## src/rtl/utf8seg_pkg.sv

```systemverilog
// Package: shared types and byte-class constants for the UTF-8 character segmenter.
`default_nettype none
package utf8seg_pkg;

	localparam int unsigned BYTE_W  = 8;
	localparam int unsigned CHAR_W  = 32;
	localparam int unsigned PART_W  = 24;
	localparam int unsigned CNT_W   = 2;
	localparam int unsigned LEN_W   = 3;

	// Byte class masks and codes
	localparam logic [BYTE_W-1:0] CONT_MASK  = 8'hC0;
	localparam logic [BYTE_W-1:0] CONT_CODE  = 8'h80;
	localparam logic [BYTE_W-1:0] LEAD2_MASK = 8'hE0;
	localparam logic [BYTE_W-1:0] LEAD2_CODE = 8'hC0;
	localparam logic [BYTE_W-1:0] LEAD3_MASK = 8'hF0;
	localparam logic [BYTE_W-1:0] LEAD3_CODE = 8'hE0;
	localparam logic [BYTE_W-1:0] LEAD4_MASK = 8'hF8;
	localparam logic [BYTE_W-1:0] LEAD4_CODE = 8'hF0;

	// Character lengths
	localparam logic [LEN_W-1:0] LEN_NONE = 3'd0;
	localparam logic [LEN_W-1:0] LEN_1    = 3'd1;
	localparam logic [LEN_W-1:0] LEN_2    = 3'd2;
	localparam logic [LEN_W-1:0] LEN_3    = 3'd3;
	localparam logic [LEN_W-1:0] LEN_4    = 3'd4;

	// Segmenter state carried between items
	typedef struct packed {
		logic [PART_W-1:0] gathered;    // partial character, first byte in 7:0
		logic [CNT_W-1:0]  count;       // bytes gathered so far
		logic [LEN_W-1:0]  expected;    // current char length, 0 = awaiting lead
		logic              discarding;  // dropping rest of a rejected text
	} seg_state_t;

	// One result item
	typedef struct packed {
		logic [CHAR_W-1:0] char_bytes;
		logic [LEN_W-1:0]  char_length;
		logic              malformed;
		logic              text_done;
	} seg_result_t;

endpackage
`default_nettype wire

```

## src/rtl/utf8seg_decode.sv

```systemverilog
// Combinational step: classify one byte against the current state.
`default_nettype none
module utf8seg_decode (
	input  wire utf8seg_pkg::seg_state_t              cur,
	input  wire logic [utf8seg_pkg::BYTE_W-1:0]       byte_in,
	input  wire logic                                 eot,
	output utf8seg_pkg::seg_state_t                   nxt,
	output logic                                      res_valid,
	output utf8seg_pkg::seg_result_t                  res
);

	logic [utf8seg_pkg::LEN_W-1:0]  lead_len;
	logic [utf8seg_pkg::CHAR_W-1:0] packed_bytes;
	logic [utf8seg_pkg::LEN_W-1:0]  next_count;
	logic                           is_cont;

	always_comb begin
		if ((byte_in & utf8seg_pkg::LEAD2_MASK) == utf8seg_pkg::LEAD2_CODE) begin
			lead_len = utf8seg_pkg::LEN_2;
		end else if ((byte_in & utf8seg_pkg::LEAD3_MASK) == utf8seg_pkg::LEAD3_CODE) begin
			lead_len = utf8seg_pkg::LEN_3;
		end else if ((byte_in & utf8seg_pkg::LEAD4_MASK) == utf8seg_pkg::LEAD4_CODE) begin
			lead_len = utf8seg_pkg::LEN_4;
		end else begin
			lead_len = utf8seg_pkg::LEN_NONE;
		end
	end

	assign is_cont    = (byte_in & utf8seg_pkg::CONT_MASK) == utf8seg_pkg::CONT_CODE;
	assign next_count = {1'b0, cur.count} + utf8seg_pkg::LEN_1;

	// Place the new byte at the slot given by the gathered count.
	always_comb begin
		packed_bytes = {8'h00, cur.gathered};
		case (cur.count)
			2'd0:    packed_bytes[7:0]   = packed_bytes[7:0]   | byte_in;
			2'd1:    packed_bytes[15:8]  = packed_bytes[15:8]  | byte_in;
			2'd2:    packed_bytes[23:16] = packed_bytes[23:16] | byte_in;
			default: packed_bytes[31:24] = packed_bytes[31:24] | byte_in;
		endcase
	end

	always_comb begin
		logic reject;
		reject    = 1'b0;
		nxt       = cur;
		res_valid = 1'b0;
		res       = '0;
		if (cur.discarding) begin
			if (eot) begin
				nxt.discarding = 1'b0;
			end
		end else if (cur.expected == utf8seg_pkg::LEN_NONE) begin
			if (!byte_in[7]) begin
				res_valid       = 1'b1;
				res.char_bytes  = {24'h000000, byte_in};
				res.char_length = utf8seg_pkg::LEN_1;
				res.text_done   = eot;
			end else if (lead_len == utf8seg_pkg::LEN_NONE || eot) begin
				reject = 1'b1;
			end else begin
				nxt.gathered = {16'h0000, byte_in};
				nxt.count    = 2'd1;
				nxt.expected = lead_len;
			end
		end else if (!is_cont) begin
			reject = 1'b1;
		end else if (next_count >= cur.expected) begin
			res_valid       = 1'b1;
			res.char_bytes  = packed_bytes;
			res.char_length = cur.expected;
			res.text_done   = eot;
			nxt             = '0;
		end else if (eot) begin
			reject = 1'b1;
		end else begin
			nxt.gathered = packed_bytes[utf8seg_pkg::PART_W-1:0];
			nxt.count    = next_count[utf8seg_pkg::CNT_W-1:0];
		end

		if (reject) begin
			nxt            = '0;
			nxt.discarding = !eot;
			res_valid      = 1'b1;
			res            = '0;
			res.malformed  = 1'b1;
			res.text_done  = 1'b1;
		end
	end

endmodule
`default_nettype wire

```

## src/rtl/utf8seg_outreg.sv

```systemverilog
// Result register: holds one result item until the consumer takes it.
`default_nettype none
module utf8seg_outreg (
	input  wire logic                                 clk,
	input  wire logic                                 arst_n,
	input  wire logic                                 load,
	input  wire utf8seg_pkg::seg_result_t             res_in,
	output logic                                      free,
	output logic                                      out_valid,
	input  wire logic                                 out_ready,
	output utf8seg_pkg::seg_result_t                  res_out
);

	logic                      valid_q;
	utf8seg_pkg::seg_result_t  res_q;

	assign free = !valid_q || out_ready;

	always_ff @(posedge clk or negedge arst_n) begin
		if (!arst_n) begin
			valid_q <= 1'b0;
		end else if (free) begin
			valid_q <= load;
		end
	end

	always_ff @(posedge clk) begin
		if (free && load) begin
			res_q <= res_in;
		end
	end

	assign out_valid = valid_q;
	assign res_out   = res_q;

endmodule
`default_nettype wire

```

## src/rtl/utf8_character_segmenter.sv

```systemverilog
// Top level: UTF-8 character segmenter with input register, step logic and result register.
//
//   channel | signals                                         | dir
//   --------+-------------------------------------------------+-----
//   in      | in_valid, in_ready, in_byte, end_of_text        | in
//   out     | out_valid, out_ready, char_bytes, char_length,  | out
//           | malformed, text_done                            |
//
// One byte per cycle sustained while results are taken; an accepted item is held in
// the input register, and its result (if any) is then held in the result register.
// The combinational step is the byte classifier and packer against the state regs.
// Reset clears the state, so the first byte after reset is taken as a lead.
// A held result stalls the input register; if that register is empty one more
// item is still taken while the result waits, then in_ready stays low until
// out_ready returns.
`default_nettype none
module utf8_character_segmenter (
	input  wire logic                                 clk,
	input  wire logic                                 arst_n,
	input  wire logic                                 in_valid,
	output logic                                      in_ready,
	input  wire logic [utf8seg_pkg::BYTE_W-1:0]       in_byte,
	input  wire logic                                 end_of_text,
	output logic                                      out_valid,
	input  wire logic                                 out_ready,
	output logic [utf8seg_pkg::CHAR_W-1:0]            char_bytes,
	output logic [utf8seg_pkg::LEN_W-1:0]             char_length,
	output logic                                      malformed,
	output logic                                      text_done
);

	// Input register stage
	logic                              valid_s1;
	logic [utf8seg_pkg::BYTE_W-1:0]    byte_s1;
	logic                              eot_s1;

	// Segmenter state
	utf8seg_pkg::seg_state_t           state_q;
	utf8seg_pkg::seg_state_t           state_nxt;

	// Step results
	logic                              res_valid;
	utf8seg_pkg::seg_result_t          res;
	utf8seg_pkg::seg_result_t          res_out;
	logic                              out_free;
	logic                              step;

	// The stage in s1 moves on whenever the result register can take a new item;
	// an item with no result just passes through.
	assign step     = valid_s1 && out_free;
	assign in_ready = !valid_s1 || out_free;

	always_ff @(posedge clk or negedge arst_n) begin
		if (!arst_n) begin
			valid_s1 <= 1'b0;
		end else if (in_ready) begin
			valid_s1 <= in_valid;
		end
	end

	always_ff @(posedge clk) begin
		if (in_ready && in_valid) begin
			byte_s1 <= in_byte;
			eot_s1  <= end_of_text;
		end
	end

	// State advances once per item, in the cycle it leaves s1.
	always_ff @(posedge clk or negedge arst_n) begin
		if (!arst_n) begin
			state_q <= '0;
		end else if (step) begin
			state_q <= state_nxt;
		end
	end

	utf8seg_decode u_decode (
		.cur       (state_q),
		.byte_in   (byte_s1),
		.eot       (eot_s1),
		.nxt       (state_nxt),
		.res_valid (res_valid),
		.res       (res)
	);

	utf8seg_outreg u_outreg (
		.clk       (clk),
		.arst_n    (arst_n),
		.load      (valid_s1 && res_valid),
		.res_in    (res),
		.free      (out_free),
		.out_valid (out_valid),
		.out_ready (out_ready),
		.res_out   (res_out)
	);

	assign char_bytes  = res_out.char_bytes;
	assign char_length = res_out.char_length;
	assign malformed   = res_out.malformed;
	assign text_done   = res_out.text_done;

	// Error items carry no character and always close the text.
	a_err_shape: assert property (@(posedge clk) disable iff (!arst_n)
		out_valid && malformed |-> char_length == utf8seg_pkg::LEN_NONE
			&& char_bytes == '0 && text_done)
		else $error("error item with character data or open text");

	// Good items carry a length of one to four.
	a_good_len: assert property (@(posedge clk) disable iff (!arst_n)
		out_valid && !malformed |-> char_length != utf8seg_pkg::LEN_NONE
			&& char_length <= utf8seg_pkg::LEN_4)
		else $error("character item with bad length");

	// While discarding no partial character is held.
	a_discard_clear: assert property (@(posedge clk) disable iff (!arst_n)
		state_q.discarding |-> state_q.expected == utf8seg_pkg::LEN_NONE
			&& state_q.count == '0)
		else $error("partial character kept while discarding");

	// Gathered count stays below the expected length, and is zero awaiting a lead.
	a_count_range: assert property (@(posedge clk) disable iff (!arst_n)
		(state_q.expected == utf8seg_pkg::LEN_NONE && state_q.count == '0)
		|| ({1'b0, state_q.count} < state_q.expected && state_q.count != '0))
		else $error("gathered count out of range");

	// An item leaving s1 without a result never leaves a result behind.
	a_no_phantom: assert property (@(posedge clk) disable iff (!arst_n)
		step && !res_valid |=> !out_valid)
		else $error("result item appeared without a source");

endmodule
`default_nettype wire
```

## config.mk

```make
export PLATFORM = sky130hd
export DESIGN_NAME = utf8_character_segmenter
export DESIGN_NICKNAME = d
export VERILOG_FILES = /design/src/rtl/utf8seg_pkg.sv /design/src/rtl/utf8seg_decode.sv /design/src/rtl/utf8seg_outreg.sv /design/src/rtl/utf8_character_segmenter.sv
export SDC_FILE = /design/constraint.sdc
export NUM_CORES = 1
export LEC_CHECK = 0
export BUFFER_PORTS_ARGS = -buffer_cell sky130_fd_sc_hd__buf_2
export CAP_MARGIN = 5
export CELL_PAD_IN_SITES_DETAIL_PLACEMENT = 0
export CELL_PAD_IN_SITES_GLOBAL_PLACEMENT = 1
export CORE_MARGIN = 2
export CORE_UTILIZATION = 47
export DETAILED_ROUTE_END_ITERATION = 12
export GPL_TIMING_DRIVEN = 0
export HOLD_SLACK_MARGIN = 0.08
export PLACE_DENSITY = 0.85
export SLEW_MARGIN = 20
export SYNTH_ARGS = -nofsm -noshare
export SYNTH_HDL_FRONTEND = slang
export SYNTH_HIERARCHICAL = 1
export SYNTH_SLANG_ARGS = --single-unit
export TNS_END_PERCENT = 1
```

## constraint.sdc

```tcl
create_clock -name clk -period 3.4 [get_ports clk]
set_clock_uncertainty 0.1 [all_clocks]
set_input_delay 0.68 -clock clk [delete_from_list [all_inputs] [get_ports clk]]
set_output_delay 0.68 -clock clk [all_outputs]
set_load 0.02 [all_outputs]
```

==> run metrics, run 1 <==
post-DP HPWL=5520 um; drc violations=0; critical path launch point type=flop; status=finished clean; DRT Wirelength=8310 um; final hold vios=0; Worst Hold Slack=0.300 ns; dpl cells=484; Die ar.=9280 um^2; Finished Cell Area=4630 um^2; Clock transition at path regs=0.08 ns; Post-CTS Hold Fix Bufs=0; gpl congestion=0.872; Data arrival, critical path=3.09 ns; routed len/inst=16.6 um; synth unique cells=49; Final setup viols=0; Post-Synthesis Cell Area=4010 um^2; TNS Setup=0 ns; Ys Warns=6; post-layout min period=3.19 ns; Max Buffers Root-to-Sink=2; vias in the first global route=roughly 2,600; syn_nets=348; Post-DP Area=around 4400 um^2; CP Class=reg2reg; total of max-cap violations=0; first-pass GRT wire length=13,400 um; Critical Path End Type=flop; reg2reg end=u_outreg/res_out[34]; Max H-tree Level=3; Max-slew headroom=42.1%; post-place setup slack=0.0521 ns; utilization after layout=56.0%; Syn Inst Count=328; area grow syn2layout=15.5%; TritonCTS clock tree=done; r2r startpoint=state_q[4]; Port Buffers=51; num ports=52; gr usage total=19.6%; nets@finish=a little over 400; Power Density=722 nW/um^2; worst setup path end=u_outreg/res_out[34]; worst-case reg-to-reg path depth=9; P_leak=1.93 nW; Die X=96.3 um; R2R setup slack=0.21 ns; post-CTS setup buffer count=0; share of cells above drive strength 1=33.7%; Clock Latency Late Sink=0.35 ns; FMAX=313 MHz; critical path startpoint=state_q[4]; sequential fraction of the synthesis area=~54%; synthesized area per cell=12.2 um^2; vias per inst=5.45; via total after detailed routing=2,724; Detail Route Antenna Nets=0; Worst Slack Setup Final=~0.21 ns; Root Driver=clkbuf_8; TritonCTS Buffers=9; CP Max Fanout=37; core area=a little over 8000 um^2; measured slew at the worst slew-check pin=0.860 ns; Die Ht=96.3 um; post-synthesis register bit count=78; largest net degree at the start of global routing=38; maximum VDD drop=between 0.3 and 0.4 mV; num rows=33; Gates resized, CTS repair=0; Initial Util=48.5%; drt initial violations=around 170; fin cells=500; Slew Limit Fails=0; hold crit path type=in2async; clk sinks=78; Overflow after GRT=0; DRT Pass-1 Iters=4; total power draw=between 3 and 4 mW; # diodes=0; critical path required time=3.30 ns; fin crit share=93.9%; initial antenna violation count=0
[cell usage after synthesis, drive strengths merged]
cell type / n / area (um^2)
o22ai: 7 / 81.3
conb: 1 / 3.75
nand2: 18 / 70.1
a21boi: 1 / 7.51
and2: 6 / 41.3
nor4: 1 / 6.26
nor3: 5 / 70.1
a22oi: 7 / 52.6
edfxtp: 46 / 1380
nand3b: 1 / 7.51
and3: 7 / 43.8
a31oi: 6 / 37.5
clkbuf: 5 / 18.8
o21ba: 1 / 10.0
nand2b: 8 / 65.1
a32oi: 1 / 8.76
or2b: 1 / 7.51
nor3b: 2 / 25.0
a21o: 1 / 7.51
o21a: 1 / 7.51
ha: 7 / 87.6
nor2: 43 / 171
mux2i: 6 / 60.1
or3: 3 / 23.8
o21ai: 13 / 68.8
dfrtp: 32 / 801
a21oi: 31 / 155
or2: 1 / 6.26
mux2: 30 / 450
nor2b: 3 / 18.8
o21bai: 1 / 11.3
and2b: 1 / 8.76
o22a: 6 / 52.6
buf: 13 / 93.8
inv: 12 / 45.0
[report_power, final]
part | internal (mW) | switching, mW
clock network | 0.433 | 0.332
logic | 0.444 | 0.741
registers | 1.27 | 0.125
[layer usage]
layer | vias up | part of all wire [%] | track usage (%) | routed length, um
met1 | 1314 | 46 | 27.0 | 3780
met2 | 85 | 46 | 29.5 | 3780
li1 | 1304 | - | - | -
met3 | 21 | 6.2 | 4.23 | 515
met5 | - | 0 | 0 | 0
met4 | 0 | 2.7 | 9.15 | 228
[final cells by class]
class | count | area, um^2
buffer | 18 | 113
clock buffer | 11 | 141
clock inverter | 5 | 82.6
fill | 723 | 3630
inverter | 12 | 45.0
multi-input combinational | 220 | 1680
sequential | 78 | 2180
tap | 105 | 131
timing repair buffer | 51 | 255
[cells in the final DEF, fill, tap and decap left out, types with 2 or more instances in the layout]
cell and instances:
buf_2 57, edfxtp_1 46, nor2_1 41, dfrtp_1 31, a21oi_1 31, mux2_4 30, nand2_1 17, inv_1 12
clkbuf_8 10, o21ai_1 7, and3_1 7, a22oi_1 7, ha_1 7, nand2b_1 6, clkbuf_1 6, a31oi_1 6
o22ai_2 6, mux2i_1 6, o22a_1 6, o21ai_0 5, and2_1 4, buf_6 4, nor3_4 4, clkinvlp_4 3
nor2b_1 3, bufinv_16 2, nand2b_4 2, or3_1 2, buf_4 2, nor3b_2 2
[state kept, by name, indices dropped and copies added (netlist names)]
name	count
state_q	30
byte_s1	8
u_outreg/out_valid	1
u_outreg/res_out	37
valid_s1	1
eot_s1	1
[cells by family after synthesis]
| family | synth area share (%) |
|---|---|
| and+or+nand+nor | 14.1 |
| buffers and inverters | 3.93 |
| muxes | 12.7 |
| other | 0.0936 |
| adders and majority gates | 2.19 |
| AOI/OAI and AO/OA | 12.5 |
| DFF | 54.4 |
[how the worst min path moves through the flow]
stage | from | to | slack [ns] | cells after the start
after detailed placement | state_q[0] | state_q[0] | 0.39 | 1
final | arst_n | state_q[17] | 0.30 | 1
after CTS | arst_n | state_q[17] | 0.32 | 1
after global routing | arst_n | state_q[14] | 0.36 | 1
after global placement | state_q[0] | state_q[0] | 0.39 | 1
after floorplan | arst_n | state_q[0] | 0.28 | 0
[critical path, cell delays in order, from the launching register on]
cell	delay, ns
dfrtp_2	0.46
ha_1	0.29
ha_1	0.32
a21oi_1	0.30
o21ai_4	0.16
o21ai_1	0.24
and2_1	0.25
nand2b_1	0.13
and2_2	0.14
and2_4	0.44
Note: power is estimated with default switching activity, not from simulation.
==> run 2: changes to the inputs <==
--- a/config.mk
+++ b/config.mk
@@ -10,14 +10,13 @@
 export CELL_PAD_IN_SITES_DETAIL_PLACEMENT = 0
 export CELL_PAD_IN_SITES_GLOBAL_PLACEMENT = 1
 export CORE_MARGIN = 2
-export CORE_UTILIZATION = 47
+export CORE_UTILIZATION = 45
 export DETAILED_ROUTE_END_ITERATION = 12
 export GPL_TIMING_DRIVEN = 0
 export HOLD_SLACK_MARGIN = 0.08
-export PLACE_DENSITY = 0.85
+export PLACE_DENSITY = 0.84
 export SLEW_MARGIN = 20
 export SYNTH_ARGS = -nofsm -noshare
 export SYNTH_HDL_FRONTEND = slang
-export SYNTH_HIERARCHICAL = 1
 export SYNTH_SLANG_ARGS = --single-unit
-export TNS_END_PERCENT = 1
+export TNS_END_PERCENT = 50
==> run 2 against run 1 <==
  * Die area down 13%
  * Synthesized cell count down 16%
  * Count of clock-buffer cells in the layout unchanged
  * Global-route usage down 1.9 points
  * Sequential share of layout area up 7.3 points
  * Non-clock buffer count up 4
  * Largest power group unchanged
  * First-iteration DRC count down 4.7%
  * Via count down 16%
  * Highest routed layer unchanged
  * Critical path type unchanged
==> run metrics, run 2 <==
num rows=31; post-synthesis register bit count=78; synthesized area per cell=around 12 um^2; Data arrival, critical path=2.98 ns; WL met2=about 3200 um; syn_nets=295; drt initial violations=161; status=finished clean; Syn Inst Count=275; internal power=2.21 mW; Slew Limit Fails=0; Switching Power=1.19 mW; EDFF count, synth=46; Worst Hold Slack=0.274 ns; top_reg_cell synth=edfxtp_1; CP Class=reg2reg; share of cells above drive strength 1=25.5%; dpl cells=around 430; measured slew at the worst slew-check pin=approximately 0.75 ns; # diodes=0; final hold vios=0; Async S/R FF share, synth=approximately 41%; Port Buffers=51; vias per inst=a little over 5; gr usage total=roughly 18%; Root Driver=clkbuf_8; Max Buffers Root-to-Sink=2; routed len/inst=about 15 um; nets@finish=360; Die X=90.1 um; Clock Latency Late Sink=~0.35 ns; Final setup viols=0; Die ar.=about 8000 um^2; via total after detailed routing=2,289; Post-synth top cells=nor2_1, edfxtp_1, a21oi_1; DRT Wirelength=6730 um; fin cells=444; count leader, synth=nor2_1; post-DP HPWL=between 4000 and 5000 um; core area=7210 um^2; critical path launch point type=flop; utilization after layout=a little under three fifths; post-CTS setup buffer count=0; routed wl met3=352 um; area of the multi-input gates=between 1000 and 1500 um^2; vias in the first global route=2,212; share of total power in combinational logic=33.7%; M1 WL=between 3000 and 4000 um; Clock transition at path regs=0.08 ns; maximum VDD drop=0.380 mV; unrepaired setup endpoints after global routing=false; Initial Util=between 40% and 50%; P_leak=1.67 nW; Post-CTS Hold Fix Bufs=0; Overflow after GRT=0; total of max-cap violations=0; fin crit share=about nine tenths; FMAX=330 MHz; max reg flops=37; R2R setup slack=0.37 ns; TritonCTS clock tree=done; Ys Warns=0; clk sinks=78; Reg area=approximately 2200 um^2; drc violations=0; Critical Path End Type=flop; most frequent cells in the layout=buf_2, nor2_1, edfxtp_1; Clk pwr share=between 20% and 30%; num ports=52; sw frac=between 30% and 40%; sequential fraction of the synthesis area=65.5%; synth unique cells=44; area grow syn2layout=20.1%; Max-slew headroom=approximately half; critical path required time=3.36 ns; Highest Signal Layer=met4; initial antenna violation count=0; CP Max Fanout=14; Power Density=between 800 and 900 nW/um^2; Die Ht=90.1 um; TritonCTS Buffers=9; Yosys top cell by area=edfxtp_1; commonest non-fill, non-tap cell in the layout=buf_2; sequential share of power=41.1%; largest net degree at the start of global routing=33; gpl congestion=0.829; Max H-tree Level=3; Synth area leaders=edfxtp_1, dfrtp_1, a21oi_1; DRT Pass-1 Iters=4; Detail Route Antenna Nets=0; hold crit path type=in2async; first-pass GRT wire length=approximately 11,000 um; number of fill cells=652; Yosys top cell area share=41.5%; Post-Synthesis Cell Area=3330 um^2; post-layout min period=a little over 3 ns; Gates resized, CTS repair=0
[run 2: final timing paths]
| path | startpoint | end | cells after the start |
|---|---|---|---|
| worst min register to register | state_q[24] | state_q[24] | 2 |
| min in group clk | in_byte[6] | byte_s1[6] | 1 |
| worst max register to register | state_q[4] | u_outreg.res_out[9] | 10 |
| max in group asynchronous | arst_n | state_q[5] | 1 |
| worst max-delay path | state_q[4] | u_outreg.res_out[9] | 10 |
| worst min-delay path | arst_n | u_outreg.out_valid | 1 |
[run 2: power by group through the flow]
stage	Clock [mW]	Sequential [mW]	Combinational (mW)
after floorplan	0	1.57	0.661
after global placement	0	1.41	1.10
after detailed placement	0	1.42	1.14
after CTS	0.867	1.40	1.15
after global routing	0.906	1.43	1.26
final	0.856	1.40	1.14
[run 2: worst max-delay path, stage by stage (launching register included)]
cell	delay (ns)
dfrtp_1	0.44
inv_1	0.11
ha_1	0.36
ha_1	0.29
nand2_1	0.06
o21ai_1	0.14
buf_2	0.25
nor2_1	0.10
nor4_4	0.44
buf_6	0.21
buf_4	0.21
[run 2: metal layers]
metal | global-route usage [%] | vias up
met5 | 0 | -
met3 | 4.27 | 13
met4 | 8.21 | 0
met2 | 27.1 | 71
met1 | 24.1 | 1088
li1 | - | 1117
[run 2: layout make-up]
class | count | area share, %
Multi-Input combinational cell | 172 | 26.2
Tap cell | 99 | 3.10
Clock buffer | 11 | 3.53
Buffer | 19 | 2.38
Clock inverter | 5 | 2.69
Inverter | 6 | 0.563
Sequential cell | 78 | 54.5
Timing Repair Buffer | 54 | 7.04
[run 2: cell families after synthesis]
family / Yosys count / synth area share [%]
DFF: 78 / 65.5
and+or+nand+nor: 93 / 14.1
AOI/OAI and AO/OA: 71 / 14.2
adders and majority gates: 7 / 2.63
buffers and inverters: 25 / 3.53
other: 1 / 0.113
[run 2: through the flow]
stage	instance area, um^2	worst slack [ns]	setup TNS (ns)	power (mW)
2_1_floorplan	3350	0.144	0	2.23
3_3_place_gp	3730	-0.482	-18.21	2.51
3_5_place_dp	3750	0.354	0	2.56
4_1_cts	4000	0.335	0	3.41
5_1_grt	4000	0.187	0	3.59
6_report	4000	0.371	0	3.40
